<file path="src/rtl/irt_pkg.sv">
// Shared types, sizes and codes for the interval reservation table.
`default_nettype none
package irt_pkg;

	localparam int CAPACITY    = 64;
	localparam int TIME_W      = 48;
	localparam int ENTRY_IDX_W = 6;
	localparam int COUNT_OUT_W = 7;
	localparam int IDX_W       = (CAPACITY > 1) ? $clog2(CAPACITY) : 1;
	localparam int CNT_W       = $clog2(CAPACITY + 1);
	localparam int CMP_W       = (CNT_W > ENTRY_IDX_W) ? CNT_W : ENTRY_IDX_W;

	typedef enum logic [1:0] {
		REQ_LOAD = 2'd0,
		REQ_ADD  = 2'd1,
		REQ_READ = 2'd2,
		REQ_NONE = 2'd3
	} req_t;

	typedef enum logic [1:0] {
		ST_OK       = 2'd0,
		ST_CONFLICT = 2'd1,
		ST_FULL     = 2'd2,
		ST_RANGE    = 2'd3
	} status_t;

	// request broadcast to every cell
	typedef struct packed {
		logic [TIME_W-1:0]      t_start;
		logic [TIME_W-1:0]      t_end;
		logic [ENTRY_IDX_W-1:0] idx;
		logic [CNT_W-1:0]       count;
		logic                   ins_en;
	} bcast_t;

	// what a cell hands to its right-hand neighbor
	typedef struct packed {
		logic [TIME_W-1:0] t_start;
		logic [TIME_W-1:0] t_end;
		logic              gt;
	} link_t;

endpackage
`default_nettype wire

</file>
<file path="src/rtl/irt_cell.sv">
// One slot of the sorted interval chain: compare flags, read tap and shift-on-insert.
`default_nettype none
module irt_cell (
	input  logic                           clk,
	input  logic                           arst_n,
	input  irt_pkg::bcast_t                bc,
	input  logic [irt_pkg::IDX_W-1:0]      my_idx,
	input  irt_pkg::link_t                 prev,
	output irt_pkg::link_t                 link,
	output logic                           ovl,
	output logic [2*irt_pkg::TIME_W-1:0]   rd
);

	logic [irt_pkg::TIME_W-1:0]   start_q;
	logic [irt_pkg::TIME_W-1:0]   end_q;
	logic                         gt_q;
	logic                         ovl_q;
	logic [2*irt_pkg::TIME_W-1:0] rd_q;
	logic                         valid;
	logic                         at_count;
	logic                         hit;

	assign valid    = irt_pkg::CNT_W'(my_idx) < bc.count;
	assign at_count = irt_pkg::CNT_W'(my_idx) == bc.count;
	assign hit      = irt_pkg::CMP_W'(my_idx) == irt_pkg::CMP_W'(bc.idx);

	// flags are taken every cycle; the commit cycle uses those from the evaluate cycle
	always_ff @(posedge clk or negedge arst_n) begin
		if (!arst_n) begin
			gt_q  <= 1'b0;
			ovl_q <= 1'b0;
		end else begin
			gt_q  <= valid && (start_q > bc.t_start);
			ovl_q <= valid && (bc.t_start < end_q) && (start_q < bc.t_end);
		end
	end

	always_ff @(posedge clk) begin
		rd_q <= (valid && hit) ? {end_q, start_q} : '0;
		if (bc.ins_en) begin
			if (prev.gt) begin
				start_q <= prev.t_start;
				end_q   <= prev.t_end;
			end else if (gt_q || at_count) begin
				start_q <= bc.t_start;
				end_q   <= bc.t_end;
			end
		end
	end

	assign link.t_start = start_q;
	assign link.t_end   = end_q;
	assign link.gt      = gt_q;
	assign ovl          = ovl_q;
	assign rd           = rd_q;

endmodule
`default_nettype wire
</file>
<file path="config.mk">
export PLATFORM = sky130hd
export DESIGN_NAME = irt_cell
export DESIGN_NICKNAME = d
export VERILOG_FILES = /design/src/rtl/irt_pkg.sv /design/src/rtl/irt_cell.sv
export SDC_FILE = /design/constraint.sdc
export NUM_CORES = 1
export LEC_CHECK = 0
export CAP_MARGIN = 20
export CORE_AREA = 2 2 160 162
export CTS_CLUSTER_SIZE = 8
export DETAILED_ROUTE_END_ITERATION = 7
export DIE_AREA = 0 0 162 164
export DONT_BUFFER_PORTS = 1
export PLACE_DENSITY = 0.6
export SYNTH_ARGS = -nofsm -noshare
export SYNTH_HDL_FRONTEND = slang
export SYNTH_SLANG_ARGS = --single-unit
</file>
<file path="constraint.sdc">
create_clock -name clk -period 7 [get_ports clk]
set_clock_uncertainty 0.1 [all_clocks]
set_input_delay 0.7 -clock clk [delete_from_list [all_inputs] [get_ports clk]]
set_output_delay 0.7 -clock clk [all_outputs]
set_load 0.01 [all_outputs]
</file>
==> impl_metrics.env, run 1 <==
export IMPL_outcome="finished clean"
export IMPL_grt_pass1_vias=7363
export IMPL_met2_usage_pct=36.0
export IMPL_wl_per_cell_um=20.7
export IMPL_ant_nets=0
export IMPL_fin_crit_ns=2.91
export IMPL_cts_clk_slew_worst_paths_ns=0.09
export IMPL_area_growth_pct=8.28
export IMPL_synth_edff_count=96
export IMPL_final_hold_viol_count=0
export IMPL_placedInstanceArea_sq_mm=0.0105
export IMPL_antenna_found_initial=1
export IMPL_routabilityCongestion=0.886
export IMPL_die_h_um=164
export IMPL_grt_overflow=0
export IMPL_p_leak_nw=5.01
export IMPL_min_period_over_period_pct=41.6
export IMPL_busiest_layer="met2"
export IMPL_synth_ff_type="edfxtp_1"
export IMPL_avgViaCountPerCell=5.32
export IMPL_final_cell_area_sq_mm=0.0111
export IMPL_cts_sinks=194
export IMPL_io_pins=409
export IMPL_grt_max_degree=192
export IMPL_worst_path_max_fanout=4
export IMPL_die_w_um=162
export IMPL_seq_area_frac_synth_pct=47.5
export IMPL_drt_wl_total_mm=28.5
export IMPL_firstDrtPassIters=5
export IMPL_r2r_start="start_q[4]"
export IMPL_initial_core_util_pct=41.2
export IMPL_crit_path_start_kind="register"
export IMPL_synth_cells=1043
export IMPL_synth_area_sq_mm=0.0102
export IMPL_hold_path_class="primary input to register"
export IMPL_cts_tree="done"
export IMPL_hpwl_mm=22.3
export IMPL_finalSetupTns_ns=0
export IMPL_grt_pass1_wl_mm=42.5
export IMPL_post_route_util_pct=44.6
export IMPL_crit_chain="ha_1, a21o_1, a221oi_1, a211oi_1, o311ai_0, a21oi_1, nor4_1"
export IMPL_post_cts_resize_count=0
export IMPL_core_area_sq_mm=0.0248
export IMPL_required_ns=7.22
export IMPL_drc=0
export IMPL_cts_root_buf="clkbuf_16"
export IMPL_maxSlewViolCount=0
export IMPL_cts_buffers=17
export IMPL_io_buffers=0
export IMPL_n_fill_cell=2399
export IMPL_end_kind="register"
export IMPL_peakVddDrop_mv=0.124
export IMPL_drtIter0Drc=463
export IMPL_cp_slowest_stage_delay_ns=0.75
export IMPL_final_nets=1397
export IMPL_die_area_sq_mm=0.0266
export IMPL_vias=7326
export IMPL_setup_viol=0
export IMPL_synth_nets=1406
export IMPL_layout_drive_gt1_share_pct=3.82
export IMPL_grtUsageMet1_pct=25.3
export IMPL_rsz0062_at_grt="no"
export IMPL_critical_path_class="register to register"
export IMPL_row_count=58
export IMPL_power_per_cell_area_mw_per_mm2=236
export IMPL_max_cap_violations=0
export IMPL_yosysWarningCount=0
export IMPL_grt_use_total_pct=21.0
export IMPL_synth_seq_cells=194
export IMPL_slowest_stage="o311ai_0"
export IMPL_max_freq_mhz=343
export IMPL_r2r_slack_ns=4.09
export IMPL_worstHoldStart="prev[6]"
export IMPL_startpoint="start_q[4]"
export IMPL_crit_arrival_ns=3.13
export IMPL_max_slew_margin_pct=41.6
export IMPL_worst_pin_slew_ns=0.865
export IMPL_insertion_delay_ns=0.44
export IMPL_postSynthAreaPerCell_sq_um=9.80
export IMPL_cts_htree_levels=4
export IMPL_gr_usage_met3_pct=6.52
export IMPL_power_w=0.00261
export IMPL_clockBufferDepth=2
export IMPL_synth_distinct_cells=42
export IMPL_async_flop_share_pct=1.03
cell usage after synthesis, types with 2 or more instances:
master / instances / area, sq um
xor2_1: 2 / 17.5
o311ai_0: 2 / 17.5
a21o_1: 15 / 113
buf_6: 5 / 56.3
and4_1: 2 / 17.5
a21oi_1: 51 / 255
dfrtp_1: 2 / 50.1
nor2_1: 19 / 71.3
nand3_1: 12 / 60.1
clkbuf_1: 26 / 97.6
nand2_1: 125 / 469
mux2_2: 2 / 22.5
xnor2_1: 4 / 35.0
edfxtp_1: 96 / 2880
o21ai_0: 113 / 566
a211oi_1: 12 / 90.1
nand4_1: 27 / 169
nor2b_1: 6 / 37.5
dfxtp_1: 96 / 1920
a221oi_1: 4 / 35.0
nor3_1: 11 / 55.1
ha_1: 148 / 1850
and2_1: 96 / 601
inv_1: 149 / 559
metrics by stage:
| step | instances | worst slack (ns) | hold WS (ns) |
|---|---|---|---|
| 2_1_floorplan | 1043 | 2.65 | 0.304 |
| 6_report | 1378 | 4.09 | 0.350 |
| 4_1_cts | 1377 | 4.01 | 0.334 |
| 5_1_grt | 1378 | 3.89 | 0.348 |
| 3_5_place_dp | 1344 | 3.64 | 0.305 |
| 3_3_place_gp | 1344 | 3.66 | 0.305 |
repair_timing:
action | CTS | global route
setup endpoints to repair | 0 | 0
buffers inserted | 0 | 0
hold buffers | 1 | 0
endpoints found under the hold margin | 2 | 0
worst paths after layout:
check,end,depth (start not counted)
setup / recovery,ovl,7
min in group asynchronous,gt_q,1
hold reg to reg,rd[76],1
max in group asynchronous,ovl,1
hold / removal,end_q[5],2
setup reg to reg,ovl,7
where the power goes:
group / internal [W] / leakage [nW] / switching, W
Sequential: 0.00126 / 1.72 / 0.0000841
Combinational: 0.000124 / 3.02 / 0.000179
Clock: 0.000482 / 0.273 / 0.000482
Total: 0.00187 / 5.01 / 0.000745
final cells by class:
cell class / count / area [sq um] / area share [%]
flip-flops and latches: 194 / 4850 / 43.9
inverters: 149 / 559 / 5.05
clock inverters: 12 / 111 / 1.01
diodes: 1 / 2.50 / 0.0226
multi-input cells: 668 / 4640 / 42.0
clock buffers: 20 / 447 / 4.04
well taps: 330 / 413 / 3.73
repair buffers: 4 / 32.5 / 0.294
flip-flops by register name, summed over array words and instances (netlist names):
register / flops
start_q: 48
ovl: 1
gt_q: 1
end_q: 48
rd: 96
placed cells by master, fill, tap and decap left out, drive strengths merged, types with 3 or more instances in the layout:
| cell type | netlist | routed |
|---|---|---|
| o21ai | 113 | 113 |
| inv | 149 | 158 |
| a21oi | 51 | 51 |
| buf | 6 | 3 |
| xnor2 | 4 | 4 |
| clkbuf | 26 | 20 |
| ha | 148 | 148 |
| nand3 | 12 | 12 |
| and2 | 96 | 96 |
| a211oi | 12 | 12 |
| dfxtp | 96 | 96 |
| nor2b | 6 | 6 |
| nor2 | 19 | 19 |
| a21o | 15 | 15 |
| nor3 | 12 | 12 |
| edfxtp | 96 | 96 |
| nand2 | 125 | 125 |
| a221oi | 4 | 4 |
| nand4 | 27 | 27 |
layer usage:
layer  part of all wire (%)  up-vias
li1                       -     3540
met1                     41     3452
met2                     49      300
met3                    8.1       34
met4                    1.9        0
met5                      0        -
cells by family after synthesis:
family,share of synthesized area (%)
AO/OA/AOI/OAI,11.4
buffers and inverters,7.05
flip-flops,47.5
XOR/XNOR,0.514
AND/OR/NAND/NOR,15.2
adder cells (fa/ha/maj),18.1
multiplexers,0.220
worst max-delay path: cells and delay by family (launching register included):
kind | cells | cell delay [ns]
fa+ha+maj | 1 | 0.34
simple gates | 1 | 0.23
compound gates | 5 | 1.62
flops | 1 | 0.52
(Power assumes the default switching activity.)
==> run 2: changes to the inputs <==
Settings changed: PLACE_DENSITY 0.6 to 0.62.
Clock period 7 ns to 2.6 ns, I/O delays scaled along.
==> impl_metrics.env, run 2 (synthesized netlist as in run 1, its figures left out) <==
export IMPL_outcome="finished clean"
export IMPL_final_cell_area_sq_mm=0.0141
export IMPL_area_growth_pct=38.1
export IMPL_largest_reg_flops=96
export IMPL_die_area_sq_mm=0.0266
export IMPL_core_area_sq_mm=0.0248
export IMPL_wl_per_cell_um=18.9
export IMPL_crit_path_start_kind="register"
export IMPL_grt_overflow=0
export IMPL_min_period_over_period_pct=95.8
export IMPL_maxSlewViolCount=0
export IMPL_critical_path_buf_inv_count=0
export IMPL_cts_buffers=17
export IMPL_finalSetupTns_ns=0
export IMPL_p_leak_nw=6.24
export IMPL_final_nets=1700
export IMPL_initial_core_util_pct=41.2
export IMPL_io_buffers=0
export IMPL_avgViaCountPerCell=5.12
export IMPL_max_cap_violations=0
export IMPL_drt_wl_total_mm=31.8
export IMPL_required_ns=2.83
export IMPL_met3_wirelength_mm=2.26
export IMPL_highest_layer="met4"
export IMPL_slowest_stage="or4_4"
export IMPL_clockBufferDepth=2
export IMPL_power_per_cell_area_mw_per_mm2=534
export IMPL_drtIter0Drc=506
export IMPL_grt_pass1_vias=8739
export IMPL_crit_chain="ha_1, nand4_1, or4_4, or3_4, o221ai_1, a211oi_1, a311oi_2"
export IMPL_die_w_um=162
export IMPL_grt_pass1_wl_mm=47.5
export IMPL_final_common_cell="dlygate4sd3_1"
export IMPL_hpwl_mm=22.4
export IMPL_drc=0
export IMPL_cts_sinks=194
export IMPL_cts_htree_levels=4
export IMPL_vias=8600
export IMPL_dp_slack_ns=-0.131
export IMPL_grt_max_degree=192
export IMPL_crit_arrival_ns=2.72
export IMPL_worst_pin_slew_ns=0.630
export IMPL_peakVddDrop_mv=0.427
export IMPL_cp_num_cells=7
export IMPL_cts_root_buf="clkbuf_16"
export IMPL_holdPathStages=2
export IMPL_firstDrtPassIters=5
export IMPL_fin_ws_ns=0.108
export IMPL_max_freq_mhz=401
export IMPL_insertion_delay_ns=0.43
export IMPL_row_count=58
export IMPL_wl_met1_mm=12.8
export IMPL_ant_nets=0
export IMPL_routabilityCongestion=0.839
export IMPL_max_slew_margin_pct=57.3
export IMPL_setup_viol=0
export IMPL_placedInstanceArea_sq_mm=0.0108
export IMPL_path_delay_family="simple AND/OR/NAND/NOR gates"
export IMPL_cp_slowest_stage_delay_ns=0.56
export IMPL_io_pins=409
export IMPL_worst_r2r_path_depth=7
export IMPL_worst_path_max_fanout=2
export IMPL_layout_drive_gt1_share_pct=6.74
export IMPL_cts_tree="done"
export IMPL_antenna_found_initial=0
export IMPL_final_hold_viol_count=0
export IMPL_antennaDiodeCount=0
export IMPL_end_kind="register"
export IMPL_fin_crit_ns=2.49
export IMPL_die_h_um=164
export IMPL_grt_use_total_pct=23.2
export IMPL_cts_clk_slew_worst_paths_ns=0.08
export IMPL_critical_path_class="register to register"
export IMPL_final_cell_mix="265 x dlygate4sd3_1, 149 x inv_1, 148 x ha_1, 125 x nand2_1, 112 x o21ai_0"
export IMPL_post_route_util_pct=56.9
export IMPL_hold_path_class="primary input to register"
export IMPL_power_w=0.00754
export IMPL_wl_met2_mm=15.9
run 2: cell types whose count changed in the layout (fill, tap and decap cells not counted), moves of 3 or more:
| cell | before | now |
|---|---|---|
| buf_12 | 0 | 3 |
| buf_4 | 3 | 39 |
| a221oi_1 | 4 | 1 |
| a221oi_2 | 0 | 3 |
| dlygate4sd3_1 | 1 | 265 |
| inv_6 | 6 | 2 |
run 2: area by class of cell:
type	count	area, sq um
clock buffers	19	454
clock inverters	13	114
fillers	2081	10700
inverters	149	559
multi-input cells	668	4710
flip-flops and latches	194	4850
well taps	330	413
repair buffers	307	3010
run 2: worst paths after layout:
| kind | slack (ns) | to | start |
|---|---|---|---|
| min reg2reg | 0.47 | rd[31] | start_q[31] |
| max | 0.11 | gt_q | start_q[43] |
| min in group asynchronous | 0.55 | ovl | arst_n |
| max reg2reg | 0.11 | gt_q | start_q[43] |
| max in group asynchronous | 1.69 | gt_q | arst_n |
| min | 0.04 | end_q[44] | bc[58] |
run 2: layer usage:
layer	up-vias	global-route usage (%)
li1	4156	-
met1	4052	27.2
met2	339	41.0
met3	53	6.26
met4	0	7.80
met5	-	0
run 2: power by group:
part | switching [W] | total, W | internal, W
logic | 0.000644 | 0.00135 | 0.000704
registers | 0.000188 | 0.00358 | 0.00339
clock network | 0.00129 | 0.00262 | 0.00132
total | 0.00213 | 0.00754 | 0.00541
run 2: repair_timing:
item	4_1_cts	5_1_grt
endpoints found under the hold margin	97	0
pin swaps	0	3
hold buffers	265	0
setup endpoints to repair	1	2
resized for setup	2	14
buffers inserted	0	1
run 2: through the flow:
| stage | cells | hold WS [ns] |
|---|---|---|
| 2_1_floorplan | 1043 | -0.136 |
| 4_1_cts | 1679 | 0.000114 |
| 3_3_place_gp | 1382 | -0.135 |
| 3_5_place_dp | 1382 | -0.135 |
| 6_report | 1680 | 0.0358 |
| 5_1_grt | 1680 | 0.0154 |
==> run 3: changes to the inputs <==
Settings changed: REMOVE_ABC_BUFFERS from default to 1, SLEW_MARGIN from default to 5.
==> impl_metrics.env, run 3 (synthesized netlist as in run 1, its figures left out) <==
export IMPL_critical_path_class="register to register"
export IMPL_clockBufferDepth=2
export IMPL_fin_crit_ns=2.52
export IMPL_final_common_cell="dlygate4sd3_1"
export IMPL_hold_path_class="primary input to register"
export IMPL_final_hold_viol_count=0
export IMPL_ant_nets=0
export IMPL_cts_sinks=194
export IMPL_cts_htree_levels=4
export IMPL_io_pins=409
export IMPL_grt_pass1_vias=8840
export IMPL_power_w=0.00754
export IMPL_slowest_stage="or4_4"
export IMPL_die_w_um=162
export IMPL_p_switching_w=0.00217
export IMPL_final_cell_mix="254 x dlygate4sd3_1, 149 x inv_1, 148 x ha_1, 125 x nand2_1, 113 x o21ai_0"
export IMPL_outcome="finished clean"
export IMPL_crit_chain="ha_1, nand4_1, or4_4, or3_4, o221ai_2, a211oi_1, a311oi_2"
export IMPL_min_period_over_period_pct=97.1
export IMPL_insertion_delay_ns=0.44
export IMPL_max_cap_violations=0
export IMPL_max_slew_margin_pct=53.3
export IMPL_comb_power_share_pct=17.7
export IMPL_drtIter0Drc=554
export IMPL_firstDrtPassIters=7
export IMPL_peakVddDrop_mv=0.346
export IMPL_cp_slowest_stage_delay_ns=0.56
export IMPL_end_kind="register"
export IMPL_crit_arrival_ns=2.75
export IMPL_cts_clk_slew_worst_paths_ns=0.08
export IMPL_cts_root_buf="clkbuf_16"
export IMPL_vias=8626
export IMPL_p_leak_nw=6.19
export IMPL_max_freq_mhz=396
export IMPL_power_per_cell_area_mw_per_mm2=540
export IMPL_wl_per_cell_um=20.3
export IMPL_die_h_um=164
export IMPL_maxSlewViolCount=0
export IMPL_grt_pass1_wl_mm=49.7
export IMPL_power_frac_clock_pct=34.7
export IMPL_initial_core_util_pct=41.2
export IMPL_cts_buffers=17
export IMPL_routabilityCongestion=0.852
export IMPL_swShare_pct=28.8
export IMPL_crit_path_start_kind="register"
export IMPL_internal_power_w=0.00537
export IMPL_grt_use_total_pct=24.7
export IMPL_core_area_sq_mm=0.0248
export IMPL_largest_reg_flops=96
export IMPL_drt_wl_total_mm=33.9
export IMPL_worst_pin_slew_ns=0.699
export IMPL_rsz0062_at_grt="yes"
export IMPL_io_buffers=0
export IMPL_layout_drive_gt1_share_pct=6.50
export IMPL_worst_path_max_fanout=2
export IMPL_cts_tree="done"
export IMPL_row_count=58
export IMPL_whs_ns=0.0126
export IMPL_die_area_sq_mm=0.0266
export IMPL_area_growth_pct=36.7
export IMPL_seqPwrFrac_pct=47.5
export IMPL_n_fill_cell=2076
export IMPL_grt_max_degree=185
export IMPL_hpwl_mm=24.2
export IMPL_final_nets=1688
export IMPL_drc=0
export IMPL_antenna_found_initial=2
export IMPL_required_ns=2.83
export IMPL_avgViaCountPerCell=5.17
export IMPL_setup_viol=0
export IMPL_grt_overflow=0
==> run 3: area by class of cell <==
type	count	area, sq um	area share [%]
Antenna cell	2	5.00	0.0358
Clock buffer	18	439	3.14
Clock inverter	14	121	0.869
Inverter	149	559	4.00
Multi-Input combinational cell	668	4690	33.6
Sequential cell	194	4850	34.7
Tap cell	330	413	2.96
Timing Repair Buffer	295	2890	20.7
==> run 3: path summary, 6_finish.rpt <==
check	startpoint	end	slack [ns]	depth (start not counted)
hold reg to reg	end_q[44]	rd[92]	0.48	1
setup / recovery	start_q[41]	gt_q	0.08	7
max in group asynchronous	arst_n	ovl	1.65	2
hold / removal	prev[91]	start_q[42]	0.01	2
setup reg to reg	start_q[41]	gt_q	0.08	7
min in group asynchronous	arst_n	gt_q	0.57	2
==> run 3: worst max-delay path: cells and delay by family, from the launching register on <==
family	cells	cell delay, ns
AOI/OAI and AO/OA	3	0.49
adders and majority gates	1	0.32
DFF	1	0.41
and+or+nand+nor	3	1.10
==> run 3: per-layer routing <==
metal  part of all wire [%]  global-route usage (%)  vias to the layer above  routed length [um]
met2                     51                    46.0                      390               17400
met5                      0                       0                        -                   0
met4                    1.9                    7.36                        0                 653
met1                     38                    27.2                     4067               13000
met3                    8.3                    7.07                       39                2820
li1                       -                       -                     4130                   -
==> run 3: power by group through the flow <==
stage / sequential (W) / combinational [W] / clock (W)
floorplan: 0.00362 / 0.000606 / 0
global placement: 0.00365 / 0.000930 / 0
detailed placement: 0.00366 / 0.000954 / 0
CTS: 0.00359 / 0.00131 / 0.00266
global route: 0.00360 / 0.00150 / 0.00277
finish: 0.00359 / 0.00134 / 0.00262
==> run 3: stage by stage <==
stage | setup WS, ns | util, % | TNS, ns | cells | instance area, sq um
floorplan | -1.31 | - | -186.10 | 1011 | 10100
global placement | 0.0183 | 43.5 | 0 | 1380 | 10800
detailed placement | -0.0615 | 43.5 | -0.0615 | 1380 | 10800
CTS | 0.00555 | 56.2 | 0 | 1668 | 13900
global route | -0.00515 | 56.3 | -0.0102 | 1669 | 14000
finish | 0.0750 | 56.3 | 0 | 1670 | 14000
==> run 3: repair_timing <==
item	CTS	global route
setup endpoints to repair	1	2
pin swaps	6	4
endpoints found under the hold margin	95	0
buffers inserted	2	0
hold buffers	254	0
resized for setup	5	6
